<file path="src/rtl/core/trg_pkg.sv">
`default_nettype none

package trg_pkg;

    localparam int NODE_W      = 10;
    localparam int CFG_W       = 6;
    localparam int CFG_IDX_W   = 1;
    localparam int IN_DATA_W   = 24;
    localparam int OUT_DATA_W  = 16;
    localparam int OUT_USER_W  = 2;
    localparam int MAX_RESULTS = 33;
    localparam int DIV_STEPS   = NODE_W;

    localparam logic [CFG_IDX_W-1:0] CFG_GRID_COLS = 1'b0;
    localparam logic [CFG_IDX_W-1:0] CFG_GRID_ROWS = 1'b1;

    localparam logic [1:0] DIR_UP    = 2'd0;
    localparam logic [1:0] DIR_DOWN  = 2'd1;
    localparam logic [1:0] DIR_LEFT  = 2'd2;
    localparam logic [1:0] DIR_RIGHT = 2'd3;

    typedef enum logic [1:0] {
        KIND_ROUTE = 2'd0,
        KIND_EMPTY = 2'd1,
        KIND_BAD   = 2'd2
    } trg_kind_t;

endpackage

`default_nettype wire

</file>
<file path="src/rtl/core/trg_fifo.sv">
`default_nettype none

module trg_fifo
#(
    parameter int WIDTH = 8,
    parameter int DEPTH = 2,
    localparam int PW   = (DEPTH > 1) ? $clog2(DEPTH) : 1,
    localparam int CNTW = $clog2(DEPTH + 1)
) (
    input  wire logic             aclk,
    input  wire logic             aresetn,
    input  wire logic             push,
    input  wire logic [WIDTH-1:0] push_data,
    output logic                  full,
    input  wire logic             pop,
    output logic [WIDTH-1:0]      pop_data,
    output logic                  empty
);

    logic [WIDTH-1:0] mem_reg [DEPTH];
    logic [PW-1:0]    wr_ptr_reg, wr_ptr_next;
    logic [PW-1:0]    rd_ptr_reg, rd_ptr_next;
    logic [CNTW-1:0]  count_reg, count_next;
    logic             do_push, do_pop;

    assign full     = (count_reg == CNTW'(DEPTH));
    assign empty    = (count_reg == '0);
    assign do_push  = push && !full;
    assign do_pop   = pop && !empty;
    assign pop_data = mem_reg[rd_ptr_reg];

    always_comb begin
        wr_ptr_next = wr_ptr_reg;
        rd_ptr_next = rd_ptr_reg;
        count_next  = count_reg;
        if (do_push) begin
            wr_ptr_next = (wr_ptr_reg == PW'(DEPTH - 1)) ? '0 : wr_ptr_reg + PW'(1);
        end
        if (do_pop) begin
            rd_ptr_next = (rd_ptr_reg == PW'(DEPTH - 1)) ? '0 : rd_ptr_reg + PW'(1);
        end
        if (do_push && !do_pop) begin
            count_next = count_reg + CNTW'(1);
        end else if (do_pop && !do_push) begin
            count_next = count_reg - CNTW'(1);
        end
    end

    always_ff @(posedge aclk) begin
        if (!aresetn) begin
            wr_ptr_reg <= '0;
            rd_ptr_reg <= '0;
            count_reg  <= '0;
        end else begin
            wr_ptr_reg <= wr_ptr_next;
            rd_ptr_reg <= rd_ptr_next;
            count_reg  <= count_next;
        end
    end

    always_ff @(posedge aclk) begin
        if (do_push) begin
            mem_reg[wr_ptr_reg] <= push_data;
        end
    end

endmodule

`default_nettype wire

</file>
<file path="src/rtl/core/trg_front.sv">
`default_nettype none

module trg_front
    import trg_pkg::*;
#(
    parameter int MAX_SIDE = 32,
    localparam int SW      = $clog2(MAX_SIDE + 1),
    localparam int CW      = (MAX_SIDE > 1) ? $clog2(MAX_SIDE) : 1,
    localparam int ENTRY_W = 2 + 4 * CW + 2 * SW
) (
    input  wire logic              aclk,
    input  wire logic              aresetn,
    input  wire logic              req_valid,
    output logic                   req_ready,
    input  wire logic [NODE_W-1:0] req_start,
    input  wire logic [NODE_W-1:0] req_end,
    input  wire logic [SW-1:0]     side_cols,
    input  wire logic [SW-1:0]     side_rows,
    output logic                   q_push,
    input  wire logic              q_full,
    output logic [ENTRY_W-1:0]     q_data
);

    localparam int TW   = 2 * SW;
    localparam int CMPW = (TW > NODE_W) ? TW : NODE_W;
    localparam int STW  = $clog2(DIV_STEPS);

    typedef enum logic [2:0] {
        F_IDLE = 3'b001,
        F_DIV  = 3'b010,
        F_PUSH = 3'b100
    } front_state_t;

    front_state_t      state_reg, state_next;
    logic [STW-1:0]    step_reg, step_next;
    trg_kind_t         kind_reg;
    logic [NODE_W-1:0] ds_s_reg, ds_e_reg;
    logic [SW-1:0]     rs_s_reg, rs_e_reg;
    logic [SW-1:0]     cols_reg, rows_reg;

    logic [TW-1:0]     total;
    logic              node_bad;
    logic [SW:0]       trial_s, trial_e;
    logic              ge_s, ge_e;
    logic              accept;

    assign total     = TW'(side_cols) * TW'(side_rows);
    assign node_bad  = (CMPW'(req_start) >= CMPW'(total)) || (CMPW'(req_end) >= CMPW'(total));
    assign req_ready = (state_reg == F_IDLE);
    assign accept    = req_valid && req_ready;

    assign trial_s = {rs_s_reg, ds_s_reg[NODE_W-1]};
    assign trial_e = {rs_e_reg, ds_e_reg[NODE_W-1]};
    assign ge_s    = (trial_s >= {1'b0, cols_reg});
    assign ge_e    = (trial_e >= {1'b0, cols_reg});

    assign q_push = (state_reg == F_PUSH);
    assign q_data = {rows_reg, cols_reg,
                     CW'(ds_e_reg), CW'(rs_e_reg),
                     CW'(ds_s_reg), CW'(rs_s_reg),
                     kind_reg};

    always_comb begin
        state_next = state_reg;
        step_next  = step_reg;
        unique case (state_reg)
            F_IDLE: begin
                step_next = '0;
                if (accept) begin
                    state_next = (node_bad || req_start == req_end) ? F_PUSH : F_DIV;
                end
            end
            F_DIV: begin
                step_next = step_reg + STW'(1);
                if (step_reg == STW'(DIV_STEPS - 1)) begin
                    state_next = F_PUSH;
                end
            end
            F_PUSH: begin
                if (!q_full) begin
                    state_next = F_IDLE;
                end
            end
            default: begin
                state_next = F_IDLE;
            end
        endcase
    end

    always_ff @(posedge aclk) begin
        if (!aresetn) begin
            state_reg <= F_IDLE;
            step_reg  <= '0;
        end else begin
            state_reg <= state_next;
            step_reg  <= step_next;
        end
    end

    always_ff @(posedge aclk) begin
        if (accept) begin
            cols_reg <= side_cols;
            rows_reg <= side_rows;
            ds_s_reg <= req_start;
            ds_e_reg <= req_end;
            rs_s_reg <= '0;
            rs_e_reg <= '0;
            if (node_bad) begin
                kind_reg <= KIND_BAD;
            end else if (req_start == req_end) begin
                kind_reg <= KIND_EMPTY;
            end else begin
                kind_reg <= KIND_ROUTE;
            end
        end else if (state_reg == F_DIV) begin
            ds_s_reg <= {ds_s_reg[NODE_W-2:0], ge_s};
            ds_e_reg <= {ds_e_reg[NODE_W-2:0], ge_e};
            rs_s_reg <= ge_s ? SW'(trial_s - {1'b0, cols_reg}) : SW'(trial_s);
            rs_e_reg <= ge_e ? SW'(trial_e - {1'b0, cols_reg}) : SW'(trial_e);
        end
    end

endmodule

`default_nettype wire

</file>
<file path="src/rtl/core/trg_back.sv">
`default_nettype none

module trg_back
    import trg_pkg::*;
#(
    parameter int MAX_SIDE = 32,
    localparam int SW      = $clog2(MAX_SIDE + 1),
    localparam int CW      = (MAX_SIDE > 1) ? $clog2(MAX_SIDE) : 1,
    localparam int ENTRY_W = 2 + 4 * CW + 2 * SW
) (
    input  wire logic               aclk,
    input  wire logic               aresetn,
    input  wire logic               q_empty,
    input  wire logic [ENTRY_W-1:0] q_data,
    output logic                    q_pop,
    output logic                    out_valid,
    input  wire logic               out_ready,
    output logic [NODE_W-1:0]       out_hop_node,
    output logic [1:0]              out_next_dir,
    output logic                    out_last_hop,
    output logic                    out_route_empty,
    output logic                    out_bad_request
);

    localparam int MW  = SW + 2;
    localparam int KW  = $clog2(MAX_RESULTS);
    localparam int NPW = CW + SW + 1;

    typedef enum logic [1:0] {
        B_IDLE = 2'b01,
        B_WALK = 2'b10
    } back_state_t;

    function automatic logic signed [MW-1:0] ring_off(
        input logic [CW-1:0] a,
        input logic [CW-1:0] b,
        input logic [SW-1:0] n
    );
        logic signed [MW-1:0] m;
        logic signed [MW-1:0] am;
        logic signed [MW-1:0] half;
        logic signed [MW-1:0] nn;
        m    = signed'(MW'(b)) - signed'(MW'(a));
        half = signed'(MW'(n >> 1));
        nn   = signed'(MW'(n));
        am   = (m < 0) ? -m : m;
        if (am > half) begin
            m = (m > 0) ? m - nn : m + nn;
        end
        return m;
    endfunction

    back_state_t       state_reg, state_next;
    logic [KW-1:0]     k_reg, k_next;
    logic              valid_reg, valid_next;
    trg_kind_t         kind_reg;
    logic [CW-1:0]     cc_reg, cr_reg, dc_reg, dr_reg;
    logic [SW-1:0]     cols_reg, rows_reg;
    logic [NODE_W-1:0] hop_reg;
    logic [1:0]        dir_reg;
    logic              last_reg, empty_reg, bad_reg;

    logic              out_free, emit, at_dest, at_cap, go_x, route_done;
    logic signed [MW-1:0] mx, my, ax, ay;
    logic [NPW-1:0]    prod;
    logic [NODE_W-1:0] node;
    logic [1:0]        dir;
    logic [CW-1:0]     col_max, row_max;
    logic [CW-1:0]     cc_next, cr_next;

    assign out_free   = !valid_reg || out_ready;
    assign emit       = (state_reg == B_WALK) && out_free;
    assign q_pop      = (state_reg == B_IDLE) && !q_empty;
    assign at_dest    = (cc_reg == dc_reg) && (cr_reg == dr_reg);
    assign at_cap     = (k_reg == KW'(MAX_RESULTS - 1));
    assign route_done = at_dest || at_cap || (kind_reg != KIND_ROUTE);

    assign mx   = ring_off(cc_reg, dc_reg, cols_reg);
    assign my   = ring_off(cr_reg, dr_reg, rows_reg);
    assign ax   = (mx < 0) ? -mx : mx;
    assign ay   = (my < 0) ? -my : my;
    assign go_x = (ax > ay);

    assign prod = NPW'(cr_reg) * NPW'(cols_reg);
    assign node = NODE_W'(prod + NPW'(cc_reg));

    assign col_max = CW'(cols_reg - SW'(1));
    assign row_max = CW'(rows_reg - SW'(1));

    always_comb begin
        dir     = DIR_DOWN;
        cc_next = cc_reg;
        cr_next = cr_reg;
        if (go_x) begin
            if (mx < 0) begin
                dir     = DIR_LEFT;
                cc_next = (cc_reg == '0) ? col_max : cc_reg - CW'(1);
            end else begin
                dir     = DIR_RIGHT;
                cc_next = (cc_reg == col_max) ? '0 : cc_reg + CW'(1);
            end
        end else begin
            if (my < 0) begin
                dir     = DIR_UP;
                cr_next = (cr_reg == '0) ? row_max : cr_reg - CW'(1);
            end else begin
                dir     = DIR_DOWN;
                cr_next = (cr_reg == row_max) ? '0 : cr_reg + CW'(1);
            end
        end
    end

    always_comb begin
        state_next = state_reg;
        k_next     = k_reg;
        valid_next = valid_reg;
        if (out_ready) begin
            valid_next = 1'b0;
        end
        unique case (state_reg)
            B_IDLE: begin
                k_next = '0;
                if (q_pop) begin
                    state_next = B_WALK;
                end
            end
            B_WALK: begin
                if (emit) begin
                    valid_next = 1'b1;
                    k_next     = k_reg + KW'(1);
                    if (route_done) begin
                        state_next = B_IDLE;
                    end
                end
            end
            default: begin
                state_next = B_IDLE;
            end
        endcase
    end

    always_ff @(posedge aclk) begin
        if (!aresetn) begin
            state_reg <= B_IDLE;
            k_reg     <= '0;
            valid_reg <= 1'b0;
        end else begin
            state_reg <= state_next;
            k_reg     <= k_next;
            valid_reg <= valid_next;
        end
    end

    always_ff @(posedge aclk) begin
        if (q_pop) begin
            kind_reg <= trg_kind_t'(q_data[1:0]);
            cc_reg   <= q_data[2 +: CW];
            cr_reg   <= q_data[2 + CW +: CW];
            dc_reg   <= q_data[2 + 2 * CW +: CW];
            dr_reg   <= q_data[2 + 3 * CW +: CW];
            cols_reg <= q_data[2 + 4 * CW +: SW];
            rows_reg <= q_data[2 + 4 * CW + SW +: SW];
        end else if (emit && !route_done) begin
            cc_reg <= cc_next;
            cr_reg <= cr_next;
        end
        if (emit) begin
            case (kind_reg)
                KIND_ROUTE: begin
                    hop_reg   <= node;
                    dir_reg   <= route_done ? DIR_UP : dir;
                    last_reg  <= route_done;
                    empty_reg <= 1'b0;
                    bad_reg   <= 1'b0;
                end
                KIND_EMPTY: begin
                    hop_reg   <= '0;
                    dir_reg   <= DIR_UP;
                    last_reg  <= 1'b1;
                    empty_reg <= 1'b1;
                    bad_reg   <= 1'b0;
                end
                default: begin
                    hop_reg   <= '0;
                    dir_reg   <= DIR_UP;
                    last_reg  <= 1'b1;
                    empty_reg <= 1'b0;
                    bad_reg   <= 1'b1;
                end
            endcase
        end
    end

    assign out_valid       = valid_reg;
    assign out_hop_node    = hop_reg;
    assign out_next_dir    = dir_reg;
    assign out_last_hop    = last_reg;
    assign out_route_empty = empty_reg;
    assign out_bad_request = bad_reg;

endmodule

`default_nettype wire

</file>
<file path="src/rtl/core/torus_route_generator_top.sv">
// Minimal-path route generator for a grid_rows by grid_cols torus, nodes numbered
// row * cols + column. Each input beat carries a start and an end node; the block
// answers with every node of the path, start through end, one output beat each,
// tlast on the final one, and a direction toward the next hop on all others. A
// request with a node outside the grid gives one beat flagged bad_request, and a
// start equal to the end gives one beat flagged route_empty. The front end classifies
// a request as it accepts it; a routable one then passes through a radix-2 divider
// that splits both node numbers into row and column, and the command then enters a
// two-entry command queue. The front end takes no new request until its command is
// pushed, and waits while the queue is full. The back end pops a command while idle
// and then delivers one beat per clock while m_tready is high, up to the 33-beat
// cap, and pops the next command only after the final beat of a route.
`default_nettype none

module torus_route_generator_top
    import trg_pkg::*;
#(
    parameter int MAX_SIDE = 32,
    localparam int SW      = $clog2(MAX_SIDE + 1),
    localparam int CW      = (MAX_SIDE > 1) ? $clog2(MAX_SIDE) : 1,
    localparam int ENTRY_W = 2 + 4 * CW + 2 * SW
) (
    input  wire logic                  aclk,
    input  wire logic                  aresetn,
    input  wire logic                  s_tvalid,
    output logic                       s_tready,
    // Fields from bit 0 up: start_node[9:0], end_node[19:10], zero fill.
    input  wire logic [IN_DATA_W-1:0]  s_tdata,
    output logic                       m_tvalid,
    input  wire logic                  m_tready,
    // Fields from bit 0 up: hop_node[9:0], next_dir[11:10], zero fill.
    output logic [OUT_DATA_W-1:0]      m_tdata,
    output logic                       m_tlast,
    // Fields from bit 0 up: route_empty[0], bad_request[1].
    output logic [OUT_USER_W-1:0]      m_tuser,
    input  wire logic                  cfg_wr_en,
    input  wire logic [CFG_IDX_W-1:0]  cfg_index,
    input  wire logic [CFG_W-1:0]      cfg_wdata
);

    function automatic logic [SW-1:0] eff_side(input logic [CFG_W-1:0] v);
        logic [7:0] w;
        w = 8'(v);
        if (w == 8'd0) begin
            return SW'(1);
        end
        if (w > 8'(MAX_SIDE)) begin
            return SW'(MAX_SIDE);
        end
        return SW'(w);
    endfunction

    logic [CFG_W-1:0]   grid_cols_reg, grid_rows_reg;
    logic [SW-1:0]      side_cols, side_rows;
    logic               q_push, q_full, q_pop, q_empty;
    logic [ENTRY_W-1:0] q_wdata, q_rdata;
    logic [NODE_W-1:0]  hop_node;
    logic [1:0]         next_dir;
    logic               route_empty, bad_request;

    always_ff @(posedge aclk) begin
        if (!aresetn) begin
            grid_cols_reg <= CFG_W'(4);
            grid_rows_reg <= CFG_W'(4);
        end else if (cfg_wr_en) begin
            if (cfg_index == CFG_GRID_COLS) begin
                grid_cols_reg <= cfg_wdata;
            end
            if (cfg_index == CFG_GRID_ROWS) begin
                grid_rows_reg <= cfg_wdata;
            end
        end
    end

    assign side_cols = eff_side(grid_cols_reg);
    assign side_rows = eff_side(grid_rows_reg);

    trg_front #(
        .MAX_SIDE (MAX_SIDE)
    ) u_front (
        .aclk      (aclk),
        .aresetn   (aresetn),
        .req_valid (s_tvalid),
        .req_ready (s_tready),
        .req_start (s_tdata[NODE_W-1:0]),
        .req_end   (s_tdata[2*NODE_W-1:NODE_W]),
        .side_cols (side_cols),
        .side_rows (side_rows),
        .q_push    (q_push),
        .q_full    (q_full),
        .q_data    (q_wdata)
    );

    trg_fifo #(
        .WIDTH (ENTRY_W),
        .DEPTH (2)
    ) u_queue (
        .aclk      (aclk),
        .aresetn   (aresetn),
        .push      (q_push),
        .push_data (q_wdata),
        .full      (q_full),
        .pop       (q_pop),
        .pop_data  (q_rdata),
        .empty     (q_empty)
    );

    trg_back #(
        .MAX_SIDE (MAX_SIDE)
    ) u_back (
        .aclk            (aclk),
        .aresetn         (aresetn),
        .q_empty         (q_empty),
        .q_data          (q_rdata),
        .q_pop           (q_pop),
        .out_valid       (m_tvalid),
        .out_ready       (m_tready),
        .out_hop_node    (hop_node),
        .out_next_dir    (next_dir),
        .out_last_hop    (m_tlast),
        .out_route_empty (route_empty),
        .out_bad_request (bad_request)
    );

    assign m_tdata = {(OUT_DATA_W - NODE_W - 2)'(0), next_dir, hop_node};
    assign m_tuser = {bad_request, route_empty};

    a_flags_exclusive: assert property (@(posedge aclk) disable iff (!aresetn)
        m_tvalid |-> !(route_empty && bad_request))
        else $error("route_empty and bad_request set on the same beat");

    a_flag_beat_alone: assert property (@(posedge aclk) disable iff (!aresetn)
        m_tvalid && (route_empty || bad_request) |->
            m_tlast && hop_node == '0 && next_dir == DIR_UP)
        else $error("flagged beat is not a lone final beat with zero payload");

    a_last_dir_zero: assert property (@(posedge aclk) disable iff (!aresetn)
        m_tvalid && m_tlast |-> next_dir == DIR_UP)
        else $error("final beat carries a direction");

    a_pop_into_empty_back: assert property (@(posedge aclk) disable iff (!aresetn)
        q_pop |=> !q_pop)
        else $error("back end popped two commands in a row");

endmodule

`default_nettype wire

</file>
<file path="config.mk">
export PLATFORM = sky130hd
export DESIGN_NAME = torus_route_generator_top
export DESIGN_NICKNAME = d
export VERILOG_FILES = /design/src/rtl/core/trg_pkg.sv /design/src/rtl/core/trg_fifo.sv /design/src/rtl/core/trg_front.sv /design/src/rtl/core/trg_back.sv /design/src/rtl/core/torus_route_generator_top.sv
export SDC_FILE = /design/constraint.sdc
export NUM_CORES = 1
export LEC_CHECK = 0
export ABC_AREA = 1
export BUFFER_PORTS_ARGS = -buffer_cell sky130_fd_sc_hd__buf_2
export CORE_AREA = 2 2 181 183
export DETAILED_ROUTE_END_ITERATION = 8
export DIE_AREA = 0 0 183 185
export PLACE_DENSITY_LB_ADDON = 0.08
export RECOVER_POWER = 100
export SLEW_MARGIN = 30
export SYNTH_ARGS = -nofsm -noshare
export SYNTH_HDL_FRONTEND = slang
export SYNTH_HIERARCHICAL = 1
export SYNTH_SLANG_ARGS = --single-unit
</file>
<file path="constraint.sdc">
create_clock -name aclk -period 14.1 [get_ports aclk]
set_clock_uncertainty 0.15 [all_clocks]
set_input_delay 1.41 -clock aclk [delete_from_list [all_inputs] [get_ports aclk]]
set_output_delay 1.41 -clock aclk [all_outputs]
set_load 0.02 [all_outputs]
</file>
==> results.md, run 1 <==
Cells and area:
- The number of antenna diodes is 0.
- In the layout the commonest cells are sky130_fd_sc_hd__nand2_1, sky130_fd_sc_hd__inv_1, sky130_fd_sc_hd__edfxtp_1.
- In the final design database the tool counted 1837 nets.
- Of the cells placed in the final design, the portion with a size suffix greater than 1 is 0.0908.
- The register with the most flip-flops in the layout has 68 of them.
- From synthesis to final layout, the design area changed by 5.64%.
- The commonest non-fill, non-tap cell in the layout is sky130_fd_sc_hd__nand2_1.

Clock network:
- TritonCTS built the clock tree.
- The number of buffers added by the clock tree synthesis step is 17.
- In this run the deepest clock path goes through 2 buffers.
- Buffers inserted to repair hold after CTS numbered 0.
- CTS built an H-tree with a depth of 4.
- In this run the clock root is driven by a sky130_fd_sc_hd__clkbuf_16.
- For the worst-skew pair, the clock arrives at the later sink with an insertion delay of 0.43 ns.
- After clock tree synthesis, the clock-pin slew on the worst setup and hold paths is ~0.080 ns.
- The number of setup buffers added after CTS is 0.
- Gates resized during post-CTS repair numbered 0.
- The CTS sink count is 196.

STA:
- The upper clock frequency limit is 139 MHz.
- The count of final max-slew check failures was 209.
- The worst pin sits at a relative slew slack of -0.501.
- The post-layout minimum cycle time is 7.18 ns.
- The share of the clock period used by the worst path is 0.509.
- The actual transition at the worst max-transition pin is around 2.3 ns.
- Setup violations remaining at the end of the flow were counted as 0.
- The setup total negative slack is 0 ns.
- Setup repair after global routing left no endpoint under its margin.
- The number of hold violations in the final report came to 0.

Logic synthesis:
- In the synthesized netlist the dominant register cell turns out to be sky130_fd_sc_hd__edfxtp_1.
- Synthesis produced 1622 cells.
- After synthesis, the share of flip-flops with an asynchronous set or reset is 0.
- During synthesis, Yosys emitted a total of 6 warnings.
- Yosys mapped a number of flops with a built-in enable equal to 151.
- The post-synthesis average cell area is slightly below 9 µm².
- The synthesized netlist contains 64 unique library cells.
- The synthesized design contains 196 register bits.
- The netlist area before placement is 14300 µm².
- The share of the Yosys chip area taken by registers is 0.381.

Die:
- During I/O placement, the number of pins put on the boundary was 57.
- The total area inside the core boundary comes to 32000 µm².
- The initial standard-cell utilization of the core is 0.445.
- The die covers 33900 µm².
- The floorplan die height is roughly 190 µm.
- The die is between 150 and 200 µm wide.
- The number of placement rows is 66.

Global routing:
- For this run the aggregate overflow at the end of global routing stands at 0.
- The number of antenna violations at the first check in global routing was 0.
- Entering global routing, the biggest net connects 40 pins.
- The total routing usage reported by global routing is 0.177.
- The first-pass GRT wire length is 47900 µm.
- The via count of the first global-routing pass was 9759.

Drt:
- The starting DRC count in detailed routing is 420.
- After detailed routing, the number of vias per cell comes to 4.91.
- The number of DRC violations after detailed routing is 0.
- The routed wire length per instance is 14.0 µm.
- The post-detailed-routing wire length is 28900 µm.
- The detail route stage leaves a number of antenna-violating nets equal to 0.
- The routed layout has 10105 vias.
- The pre-antenna-repair detailed-routing pass consisted of 4 iterations.

Setup path:
- Among all stages on the critical path, the largest delay is contributed by sky130_fd_sc_hd__clkinvlp_2.
- STA puts the critical path data required time at between 10 and 15 ns.
- The arrival time of the worst setup path is 7.10 ns.
- Of all nets on the critical path, the largest fanout is 12.
- The critical path contains buffers and inverters numbering 4 combined.
- The start-to-end type of the worst setup path is register to register.
- The kind of end point of the critical path is a register.
- The dominant cell type by count on the critical path is sky130_fd_sc_hd__nand2_1.
- The largest single stage delay on the critical path is 0.62 ns.
- The cell type group with the largest total delay on the critical path is simple AND/OR/NAND/NOR gates.
- STA classifies the critical path startpoint as a register.

Worst hold path:
- The min-delay analysis places its worst path in the category register to register.

Power and ir drop:
- Total power for the finished layout comes to 0.00295 W.
- In this run the static leakage power is 7.09 nW.
- The peak supply drop is 0.153 mV.
- The power per unit of standard cell area is about 200 nW/µm².

Placement:
- The count of buffers from port buffering is 48.
- The HPWL after detailed placement is 22300 µm.
- The last weighted congestion value of the routability-driven placer is 0.871.

Outcome:
- The flow ran to the end, but the final reports show violations.
- The checks that failed: capacitance limit, slew limit.

Run:
- The tool flagged a number of max-cap violations equal to 6.
-- cell usage after synthesis, types with 4 or more instances --
library cell / instances / area [µm²]
sky130_fd_sc_hd__ha_1: 123 / 1540
sky130_fd_sc_hd__a21oi_1: 59 / 295
sky130_fd_sc_hd__edfxtp_1: 151 / 4530
sky130_fd_sc_hd__dfxtp_1: 45 / 901
sky130_fd_sc_hd__buf_6: 5 / 56.3
sky130_fd_sc_hd__fa_1: 39 / 781
sky130_fd_sc_hd__xnor2_1: 13 / 114
sky130_fd_sc_hd__nand3_2: 7 / 70.1
sky130_fd_sc_hd__o211ai_1: 6 / 45.0
sky130_fd_sc_hd__nand4_1: 21 / 131
sky130_fd_sc_hd__nand2_4: 6 / 67.6
sky130_fd_sc_hd__o21ai_2: 6 / 52.6
sky130_fd_sc_hd__buf_2: 7 / 35.0
sky130_fd_sc_hd__o21ai_0: 75 / 375
sky130_fd_sc_hd__buf_4: 27 / 203
sky130_fd_sc_hd__inv_2: 4 / 15.0
sky130_fd_sc_hd__or2_2: 4 / 25.0
sky130_fd_sc_hd__a21oi_2: 7 / 61.3
sky130_fd_sc_hd__nand2_2: 21 / 131
sky130_fd_sc_hd__nor2_1: 109 / 409
sky130_fd_sc_hd__xor2_1: 40 / 350
sky130_fd_sc_hd__o21ai_1: 13 / 65.1
sky130_fd_sc_hd__mux2_2: 4 / 45.0
sky130_fd_sc_hd__nand2_1: 361 / 1360
sky130_fd_sc_hd__nand3_1: 73 / 365
sky130_fd_sc_hd__nor3_1: 12 / 60.1
sky130_fd_sc_hd__inv_1: 270 / 1010
sky130_fd_sc_hd__nand3b_1: 4 / 30.0
sky130_fd_sc_hd__clkbuf_1: 15 / 56.3
sky130_fd_sc_hd__mux2_4: 30 / 450
-- metal layers --
metal  up-vias  wire length, µm  track usage  part of all wire
li1       5275                -            -                 -
met4         0              584       0.0605             0.020
met2       117            13600        0.305              0.47
met3        23              635       0.0191             0.022
met5         -                0            0                 0
met1      4690            14100        0.233              0.49
-- cell families after synthesis --
group,after synthesis,share of synthesized area
buf+inv,339,0.105
other cells,2,0.000527
fa+ha+maj,162,0.163
compound gates,191,0.0784
flops,196,0.381
simple gates,642,0.201
xor+xnor,56,0.0360
mux,34,0.0348
-- worst register-to-register path, delay by kind of cell, from the launching register on --
kind | cells | cell delay, ns
adder cells (fa/ha/maj) | 5 | 1.62
AND/OR/NAND/NOR | 17 | 2.52
AO/OA/AOI/OAI | 4 | 1.06
flip-flops | 1 | 0.52
buffers and inverters | 4 | 0.92
-- through the flow --
step | cell area (µm²) | hold slack, ns | setup slack [ns] | instances | utilization
finish | 15100 | 0.292 | 6.92 | 2060 | 0.470
global route | 15100 | 0.310 | 6.21 | 2060 | 0.470
CTS | 15200 | 0.290 | 7.65 | 2060 | 0.475
detailed placement | 14600 | 0.281 | 7.67 | 2028 | 0.457
global placement | 14600 | 0.274 | 7.71 | 2028 | 0.457
floorplan | 14300 | 0.271 | 8.74 | 1625 | -
-- layout make-up --
type,instances,area [µm²]
fillers,3163,17000
multi-input cells,1090,7210
flip-flops and latches,196,5440
inverters,280,1060
well taps,408,510
clock buffers,18,429
repair buffers,54,241
clock inverters,14,163
-- report_power, final --
| group | switching (W) | total [W] | internal [W] |
|---|---|---|---|
| logic | 0.00107 | 0.00170 | 0.000628 |
| clock network | 0.000240 | 0.000493 | 0.000254 |
| registers | 0.0000529 | 0.000764 | 0.000711 |
| total | 0.00136 | 0.00295 | 0.00159 |
-- worst paths after layout --
path / slack, ns / startpoint / to / cells past startpoint
worst max-delay path: 6.92 / u_back/cc_reg[0]$_DFFE_PP_ / u_back/cc_reg[1]$_DFFE_PP_ / 30
worst min-delay path: 0.29 / u_front/rows_reg[5]$_DFFE_PP_ / u_queue/mem_reg[0][33]$_DFFE_PP_ / 0
worst max register to register: 6.92 / u_back/cc_reg[0]$_DFFE_PP_ / u_back/cc_reg[1]$_DFFE_PP_ / 30
worst min register to register: 0.29 / u_front/rows_reg[5]$_DFFE_PP_ / u_queue/mem_reg[0][33]$_DFFE_PP_ / 0
Power figures use the tool's default switching activity.
==> inputs of run 2 (changes only) <==
--- a/config.mk
+++ b/config.mk
@@ -5,11 +5,11 @@
 export SDC_FILE = /design/constraint.sdc
 export NUM_CORES = 1
 export LEC_CHECK = 0
-export ABC_AREA = 1
+export ABC_AREA = 0
 export BUFFER_PORTS_ARGS = -buffer_cell sky130_fd_sc_hd__buf_2
-export CORE_AREA = 2 2 181 183
+export CORE_AREA = 2 2 178 180
 export DETAILED_ROUTE_END_ITERATION = 8
-export DIE_AREA = 0 0 183 185
+export DIE_AREA = 0 0 180 182
 export PLACE_DENSITY_LB_ADDON = 0.08
 export RECOVER_POWER = 100
 export SLEW_MARGIN = 30
==> constraint.sdc (replaced) <==
create_clock -name aclk -period 6.59 [get_ports aclk]
set_clock_uncertainty 0.15 [all_clocks]
set_input_delay 0.659 -clock aclk [delete_from_list [all_inputs] [get_ports aclk]]
set_output_delay 0.659 -clock aclk [all_outputs]
set_load 0.02 [all_outputs]
==> results.md, run 2 <==
Outcome:
- The run finished, with violations left.
- The final reports fail on capacitance limit, slew limit.

Global routing:
- The total routing usage reported by global routing is 0.184 (+0.00665).
- The largest net degree at the start of global routing is 40 (unchanged).
- The via count of the first global-routing pass is 9293 (-4.8%).
- The global-route congestion overflow total is 0 (unchanged).
- The first-pass GRT wire length was 48400 µm (+0.95%).
- The number of antenna violations at the first check in global routing is 0 (unchanged).

Logic synthesis:
- The distinct cell type count of the synthesized netlist is 80 (+25%).
- Counting instances in the post-synthesis netlist gives the leading cell types as sky130_fd_sc_hd__edfxtp_1, sky130_fd_sc_hd__nand2_1, sky130_fd_sc_hd__ha_1.
- The number of flops mapped to enable cells by yosys was 151 (unchanged).
- The most frequent cell after synthesis is sky130_fd_sc_hd__edfxtp_1.
- The share of the synthesized area in the top cell type is 0.333 (+0.0144).
- The flop and latch count out of synthesis is 196 (unchanged).
- The parity-gate share of the synthesized area counting xor and xnor cells is 0.0651 (+0.0291).
- The largest family of logic cells by synthesized area is adder cells.
- The leading area contributor after synthesis is sky130_fd_sc_hd__edfxtp_1.
- The synthesized instance count is 1333 (-18%).
- The post-synthesis adder-cell area fraction is 0.170 (+0.00736).
- Among all flip-flop cells after synthesis, the most frequent one is sky130_fd_sc_hd__edfxtp_1.
- Yosys attributes the largest share of cell area to sky130_fd_sc_hd__edfxtp_1, sky130_fd_sc_hd__ha_1, sky130_fd_sc_hd__dfxtp_1.
- The portion of the post-synthesis area used by sequential elements was 0.399 (+0.0173).
- The async set or reset register ratio after synthesis is 0 (unchanged).
- The netlist area before placement is 13600 µm² (-4.3%).
- The area fraction in compound gates after synthesis came to 0.116 (+0.0380).
- The mux cell area share after synthesis is 0.0374 (+0.00267).
- The basic-gate share of the synthesized area counting and, or, nand and nor cells came to 0.155 (-0.0460).
- The number of warnings issued by yosys is 6 (unchanged).
- The post-synthesis average cell area is 10.2 µm² (+16%).

STA:
- The post-layout minimum cycle time is 6.23 ns (-0.956 ns).
- The max-slew headroom at the worst pin is -0.324 (+0.177).
- The upper clock frequency limit is 161 MHz (+15%).
- The setup total negative slack is 0 ns (unchanged).
- The number of hold violations in the final report is 0 (unchanged).
- The share of the clock period used by the worst path is 0.945 (+0.435).
- The actual transition at the worst max-transition pin came to 1.99 ns (-0.265 ns).
- The count of final max-slew check failures is 183 (-12%).
- The final hold slack is 0.294 ns (+0.00140 ns).
- The setup slack after layout is 0.364 ns (-6.55 ns).
- The number of failing setup endpoints in the final timing report is 0 (unchanged).

Placement:
- The count of buffers from port buffering is 48 (unchanged).
- The last weighted congestion value of the routability-driven placer is 0.873 (+0.21%).
- The half-perimeter wire length after detailed placement is 22500 µm (+0.81%).
- The pre-CTS setup slack is 0.0604 ns (-7.61 ns).
- The instance area at placement is 14400 µm² (-1.9%).

Die:
- The initial standard-cell utilization of the core came to 0.440 (-0.00477).
- The die footprint is 32800 µm² (-3.2%).
- The die width is 180 µm (-1.6%).
- The number of placement rows was 65 (-1.5%).
- The floorplan die height came to 182 µm (-1.6%).
- The number of top-level pins was 57 (unchanged).
- The placeable core region came to 31000 µm² (-3.3%).

Clock network:
- The number of buffers added by the clock tree synthesis step is 17 (unchanged).
- The depth of the CTS H-tree was 4 (unchanged).
- The clock latency of the later-clocked register in the worst-skew pair is 0.44 ns (about the same).
- In this run the clock root is driven by a sky130_fd_sc_hd__clkbuf_16.
- TritonCTS built the clock tree.
- The hold-fix buffer count after cts is 0 (unchanged).
- The clock tree buffer depth is 2 (unchanged).
- The CTS sink count is 196 (unchanged).
- The clock input transition at the sequential cells of the worst setup and hold paths is 0.08 ns (about the same).

Cells and area:
- The design area is 15000 µm² (-0.55%).
- The fill cell total of the finished layout is 2900 (-8.3%).
- The number of antenna diodes is 0 (unchanged).
- The flip-flop count of the largest register, all copies and words added is 68 (unchanged).
- The library cell used most frequently in the layout, excluding fill and tap cells, is sky130_fd_sc_hd__edfxtp_1.
- The net count of the finished layout came to 1591 (-13%).
- From synthesis to final layout, the design area changed by 9.82%.
- The fraction of final layout cells with drive strength greater than 1 is 0.117 (+0.0266).
- The library cells used most frequently in the layout, excluding fill and tap cells, are sky130_fd_sc_hd__edfxtp_1, sky130_fd_sc_hd__nand2_1, sky130_fd_sc_hd__ha_1.

Drt:
- The number of DRC violations after detailed routing came to 0 (unchanged).
- The number of vias per cell was 5.22 (+6.5%).
- The via count was 9443 (-6.6%).
- The length of the first detailed-routing pass in iterations came to 5 (+1).
- The post-detailed-routing wire length is 29200 µm (+1.0%).
- The routed wire length per instance is 16.1 µm (+15%).
- The remaining antenna violation count after routing is 0 (unchanged).
- The starting DRC count in detailed routing is 525 (+25%).

Power and ir drop:
- The power per unit of standard cell area is 257 nW/µm² (+31%).
- The sum of internal, switching and leakage power is 0.00384 W (+30%).
- The peak supply drop is 0.176 mV (+15%).
- The static leakage is 6.14 nW (-13%).

Setup path:
- The arrival time of the worst setup path is 6.29 ns (-0.81 ns).
- The critical path's slowest cell is sky130_fd_sc_hd__fa_1.
- The delay contributed by the slowest stage of the critical path is 0.57 ns (-0.05 ns).
- The worst-path maximum fanout is 5 (-7).
- The start-to-end type of the worst setup path is register to register.
- The kind of end point of the critical path is a register.
- The launching element type of the critical path is a register.
- The required time reported for the critical path endpoint came to 6.65 ns (-7.37 ns).

Run:
- The number of maximum-capacitance constraint violations is 5 (-1).

Worst hold path:
- The tightest min-delay check is of the register to register type.
run 2: critical path, delay by kind of cell, from the launching register on:
kind | cells | cell delay (ns)
adder cells (fa/ha/maj) | 5 | 1.55
XOR/XNOR | 1 | 0.07
flip-flops | 1 | 0.36
AND/OR/NAND/NOR | 6 | 0.91
AO/OA/AOI/OAI | 14 | 2.40
buffers and inverters | 5 | 0.55
run 2: layout make-up:
| cell class | instances | area [µm²] | share of cell area |
|---|---|---|---|
| multi-input combinational | 976 | 7510 | 0.501 |
| sequential | 196 | 5440 | 0.363 |
| timing repair buffer | 95 | 518 | 0.0346 |
| tap | 402 | 503 | 0.0336 |
| clock buffer | 17 | 425 | 0.0284 |
| inverter | 107 | 402 | 0.0268 |
| clock inverter | 15 | 184 | 0.0123 |
run 2: where the power goes:
group          internal (W)  total, W  switching, W
sequential          0.00139   0.00143     0.0000310
clock              0.000577   0.00108      0.000498
combinational      0.000602   0.00134      0.000741
total               0.00257   0.00384       0.00127
run 2: routing by layer:
metal	part of all wire	vias up	routed length, µm	global-route usage
met3	0.032	42	946	0.0285
met5	0	-	0	0
li1	-	4800	-	-
met2	0.47	138	13600	0.299
met4	0.024	0	690	0.0621
met1	0.48	4463	14000	0.251
run 2: what timing repair did:
action,4_1_cts,5_1_grt
setup endpoints to repair,0,12
resized for setup,0,25
setup buffers,0,2
run 2: metrics by stage:
stage / utilization / instances
finish: 0.483 / 1808
global route: 0.483 / 1808
CTS: 0.483 / 1806
detailed placement: 0.464 / 1774
global placement: 0.464 / 1774
floorplan: - / 1336
run 2: kinds of logic (layout without fill, tap and decap cells):
logic type,Yosys count,count (layout)
and+or+nand+nor,439,439
buffers and inverters,164,234
DFF,196,196
adders and majority gates,162,162
xor gates and xnor gates,96,96
muxes,46,46
AOI/OAI and AO/OA,228,228
other,2,5
run 2: path summary, 6_finish.rpt:
kind | from | slack [ns] | end | cells past startpoint
setup / recovery | u_back/dc_reg[0]$_DFFE_PP_ | 0.36 | u_back/cc_reg[4]$_DFFE_PP_ | 31
hold / removal | u_front/rows_reg[3]$_DFFE_PP_ | 0.29 | u_queue/mem_reg[0][31]$_DFFE_PP_ | 0
setup reg to reg | u_back/dc_reg[0]$_DFFE_PP_ | 0.36 | u_back/cc_reg[4]$_DFFE_PP_ | 31
hold reg to reg | u_front/rows_reg[3]$_DFFE_PP_ | 0.29 | u_queue/mem_reg[0][31]$_DFFE_PP_ | 0
==> inputs of run 3 (changes only) <==
--- a/config.mk
+++ b/config.mk
@@ -6,10 +6,10 @@
 export NUM_CORES = 1
 export LEC_CHECK = 0
 export ABC_AREA = 0
-export BUFFER_PORTS_ARGS = -buffer_cell sky130_fd_sc_hd__buf_2
-export CORE_AREA = 2 2 178 180
+export CORE_AREA = 2 2 127 252
 export DETAILED_ROUTE_END_ITERATION = 8
-export DIE_AREA = 0 0 180 182
+export DIE_AREA = 0 0 129 254
+export DONT_BUFFER_PORTS = 1
 export PLACE_DENSITY_LB_ADDON = 0.08
 export RECOVER_POWER = 100
 export SLEW_MARGIN = 30
==> results.md, run 3 (synthesis results as in run 2) <==
Placement:
- The pre-CTS setup slack is -0.0952 ns (-0.156 ns).
- The count of buffers from port buffering came to 0 (-100%).
- The half-perimeter wire length after detailed placement came to 25500 µm (+14%).
- The last weighted congestion value of the routability-driven placer is 0.885 (+1.3%).

Setup path:
- By startpoint and endpoint, the worst setup path is classified as register to register.
- The worst setup path is captured at a register.
- The number of cells on the worst reg-to-reg path came to 31 (unchanged).
- The critical path's slowest cell is sky130_fd_sc_hd__fa_1.
- STA classifies the critical path startpoint as a register.
- The delay contributed by the slowest stage of the critical path was 0.50 ns (-0.07 ns).
- The worst-path maximum fanout is 6 (+1).
- The worst reg2reg path startpoint is u_back/dc_reg[0]$_DFFE_PP_.
- The worst register-to-register path ends at u_back/cc_reg[1]$_DFFE_PP_.
- The slack of the worst reg-to-reg path is 0.28 ns (-0.08 ns).
- The required time reported for the critical path endpoint is 6.64 ns (about the same).
- The arrival time of the worst setup path came to 6.36 ns (+0.07 ns).

Worst hold path:
- The startpoint identified for the worst hold timing path is aresetn.
- The hold path endpoint is u_front/state_reg[0]$_SDFFE_PN1P_.
- The count of cells along the worst hold path is 1 (+1).
- In this run the worst hold path is classified as input port to register.

Die:
- The number of top-level pins is 57 (unchanged).
- The number of placement rows came to 91 (+40%).
- The die width was 129 µm (-28%).
- The floorplan die height is 254 µm (+40%).
- The initial standard-cell utilization of the core is 0.442 (+0.00186).
- The die footprint is 32800 µm² (about the same).
- The placeable core region is 30900 µm² (-0.42%).

STA:
- The count of final max-slew check failures is 199 (+8.7%).
- The post-layout minimum cycle time is 6.31 ns (+0.0786 ns).
- The setup slack after layout came to 0.285 ns (-0.0786 ns).
- The actual transition at the worst max-transition pin is 2.02 ns (+0.0294 ns).
- The max-slew headroom at the worst pin is -0.346 (-0.0225).
- The share of the clock period used by the worst path is 0.957 (+0.0119).
- The setup total negative slack is 0 ns (unchanged).
- The upper clock frequency limit is 159 MHz (-1.2%).
- The number of failing setup endpoints in the final timing report came to 0 (unchanged).
- The number of hold violations in the final report is 0 (unchanged).

Drt:
- The number of DRC violations after detailed routing is 0 (unchanged).
- The routed length on met1 is 11000 µm (-21%).
- The highest metal layer with signal wires is met4.
- The remaining antenna violation count after routing is 0 (unchanged).
- The routed wire length per instance came to 17.7 µm (+9.7%).
- The via count is 9533 (+0.95%).
- The length of the first detailed-routing pass in iterations is 4 (-1).
- The starting DRC count in detailed routing is 481 (-8.4%).
- The number of vias per cell is 5.33 (+2.1%).
- The detailed route wirelength on metal3 came to 651 µm (-31%).
- The post-detailed-routing wire length is 31600 µm (+8.4%).
- The detailed-routed wire length on met2 is 18300 µm (+35%).

Global routing:
- The number of antenna violations at the first check in global routing is 0 (unchanged).
- The global-route congestion overflow total was 0 (unchanged).
- The largest net degree at the start of global routing is 40 (unchanged).
- The via count of the first global-routing pass is 9801 (+5.5%).
- The first-pass GRT wire length came to 51000 µm (+5.4%).
- The total routing usage reported by global routing is 0.203 (+0.0190).

Cells and area:
- In the layout the commonest cells are sky130_fd_sc_hd__edfxtp_1, sky130_fd_sc_hd__nand2_1, sky130_fd_sc_hd__ha_1.
- The share of the core filled with cells was 0.478 (-0.00530).
- Compared with the post-synthesis result, the final layout area differs by 8.16%.
- The number of antenna diodes is 0 (unchanged).
- The fill cell total of the finished layout is 2915 (+0.52%).
- The commonest non-fill, non-tap cell in the layout is sky130_fd_sc_hd__edfxtp_1.
- The fraction of final layout cells with drive strength greater than 1 was 0.102 (-0.0151).
- The flip-flop count of the largest register, all copies and words added is 68 (unchanged).
- The net count of the finished layout is 1554 (-2.3%).

Clock network:
- The clock input transition at the sequential cells of the worst setup and hold paths was 0.07 ns (about the same).
- The TritonCTS clock tree is yes.
- The number of buffers added by the clock tree synthesis step is 17 (unchanged).
- The clock tree buffer depth came to 2 (unchanged).
- The CTS sink count is 196 (unchanged).
- The depth of the CTS H-tree was 4 (unchanged).
- The root buffer cell chosen for the clock tree is sky130_fd_sc_hd__clkbuf_16.
- The clock latency of the later-clocked register in the worst-skew pair is 0.44 ns (about the same).
- The hold-fix buffer count after cts is 0 (unchanged).

Run:
- The number of maximum-capacitance constraint violations was 6 (+1).

Power and ir drop:
- The static leakage is 6.00 nW (-2.3%).
- The power per unit of standard cell area was 255 nW/µm² (-0.67%).
- The peak supply drop came to 0.219 mV (+24%).

Outcome:
- The run finished, with violations left.
- The checks that failed: capacitance limit, slew limit.
[run 3: how the worst max path moves through the flow]
stage	slack [ns]	end	start
6_report	0.28	u_back/cc_reg[1]$_DFFE_PP_	u_back/dc_reg[0]$_DFFE_PP_
3_3_place_gp	-0.05	u_back/cr_reg[0]$_DFFE_PP_	u_back/dr_reg[0]$_DFFE_PP_
3_5_place_dp	-0.1	u_back/cr_reg[0]$_DFFE_PP_	u_back/dr_reg[0]$_DFFE_PP_
2_1_floorplan	0.12	u_back/cr_reg[0]$_DFFE_PP_	u_back/cr_reg[2]$_DFFE_PP_
5_1_grt	-0.02	u_back/cc_reg[1]$_DFFE_PP_	u_back/dc_reg[0]$_DFFE_PP_
4_1_cts	0.04	u_back/cr_reg[3]$_DFFE_PP_	u_back/dc_reg[0]$_DFFE_PP_
[run 3: what timing repair did]
| action | 4_1_cts | 5_1_grt |
|---|---|---|
| resized for setup | 3 | 15 |
| pin swaps | 0 | 7 |
| endpoints found under the setup margin | 10 | 12 |
| buffers inserted | 0 | 6 |
| gates cloned | 0 | 0 |
[run 3: stage by stage]
step | hold WS (ns) | cell area [µm²] | std cells | power (W)
2_1_floorplan | 0.271 | 13600 | 1336 | 0.00245
3_3_place_gp | 0.277 | 14200 | 1749 | 0.00279
3_5_place_dp | 0.281 | 14200 | 1749 | 0.00281
4_1_cts | 0.106 | 14800 | 1781 | 0.00377
5_1_grt | 0.119 | 14700 | 1787 | 0.00401
6_report | 0.130 | 14700 | 1787 | 0.00376
[run 3: cell type report]
| cell class | count | area (µm²) | share of cell area |
|---|---|---|---|
| inverter | 107 | 402 | 0.0272 |
| multi-input combinational | 976 | 7470 | 0.507 |
| clock inverter | 13 | 103 | 0.00696 |
| sequential | 196 | 5440 | 0.369 |
| tap | 418 | 523 | 0.0355 |
| clock buffer | 19 | 433 | 0.0294 |
| timing repair buffer | 58 | 379 | 0.0257 |
[run 3: power breakdown]
group | internal (W) | switching [W]
clock network | 0.000489 | 0.000464
registers | 0.00140 | 0.0000292
logic | 0.000620 | 0.000763
[run 3: critical path, delay by kind of cell, from the launching register on]
family / cells / cell delay, ns
compound gates: 14 / 2.47
xor+xnor: 1 / 0.14
fa+ha+maj: 5 / 1.42
buf+inv: 5 / 0.57
flops: 1 / 0.35
simple gates: 6 / 0.93
[run 3: metal layers]
metal	track usage	up-vias
met1	0.194	4608
met3	0.0272	58
met2	0.402	146
li1	-	4721
met5	0	-
met4	0.114	0
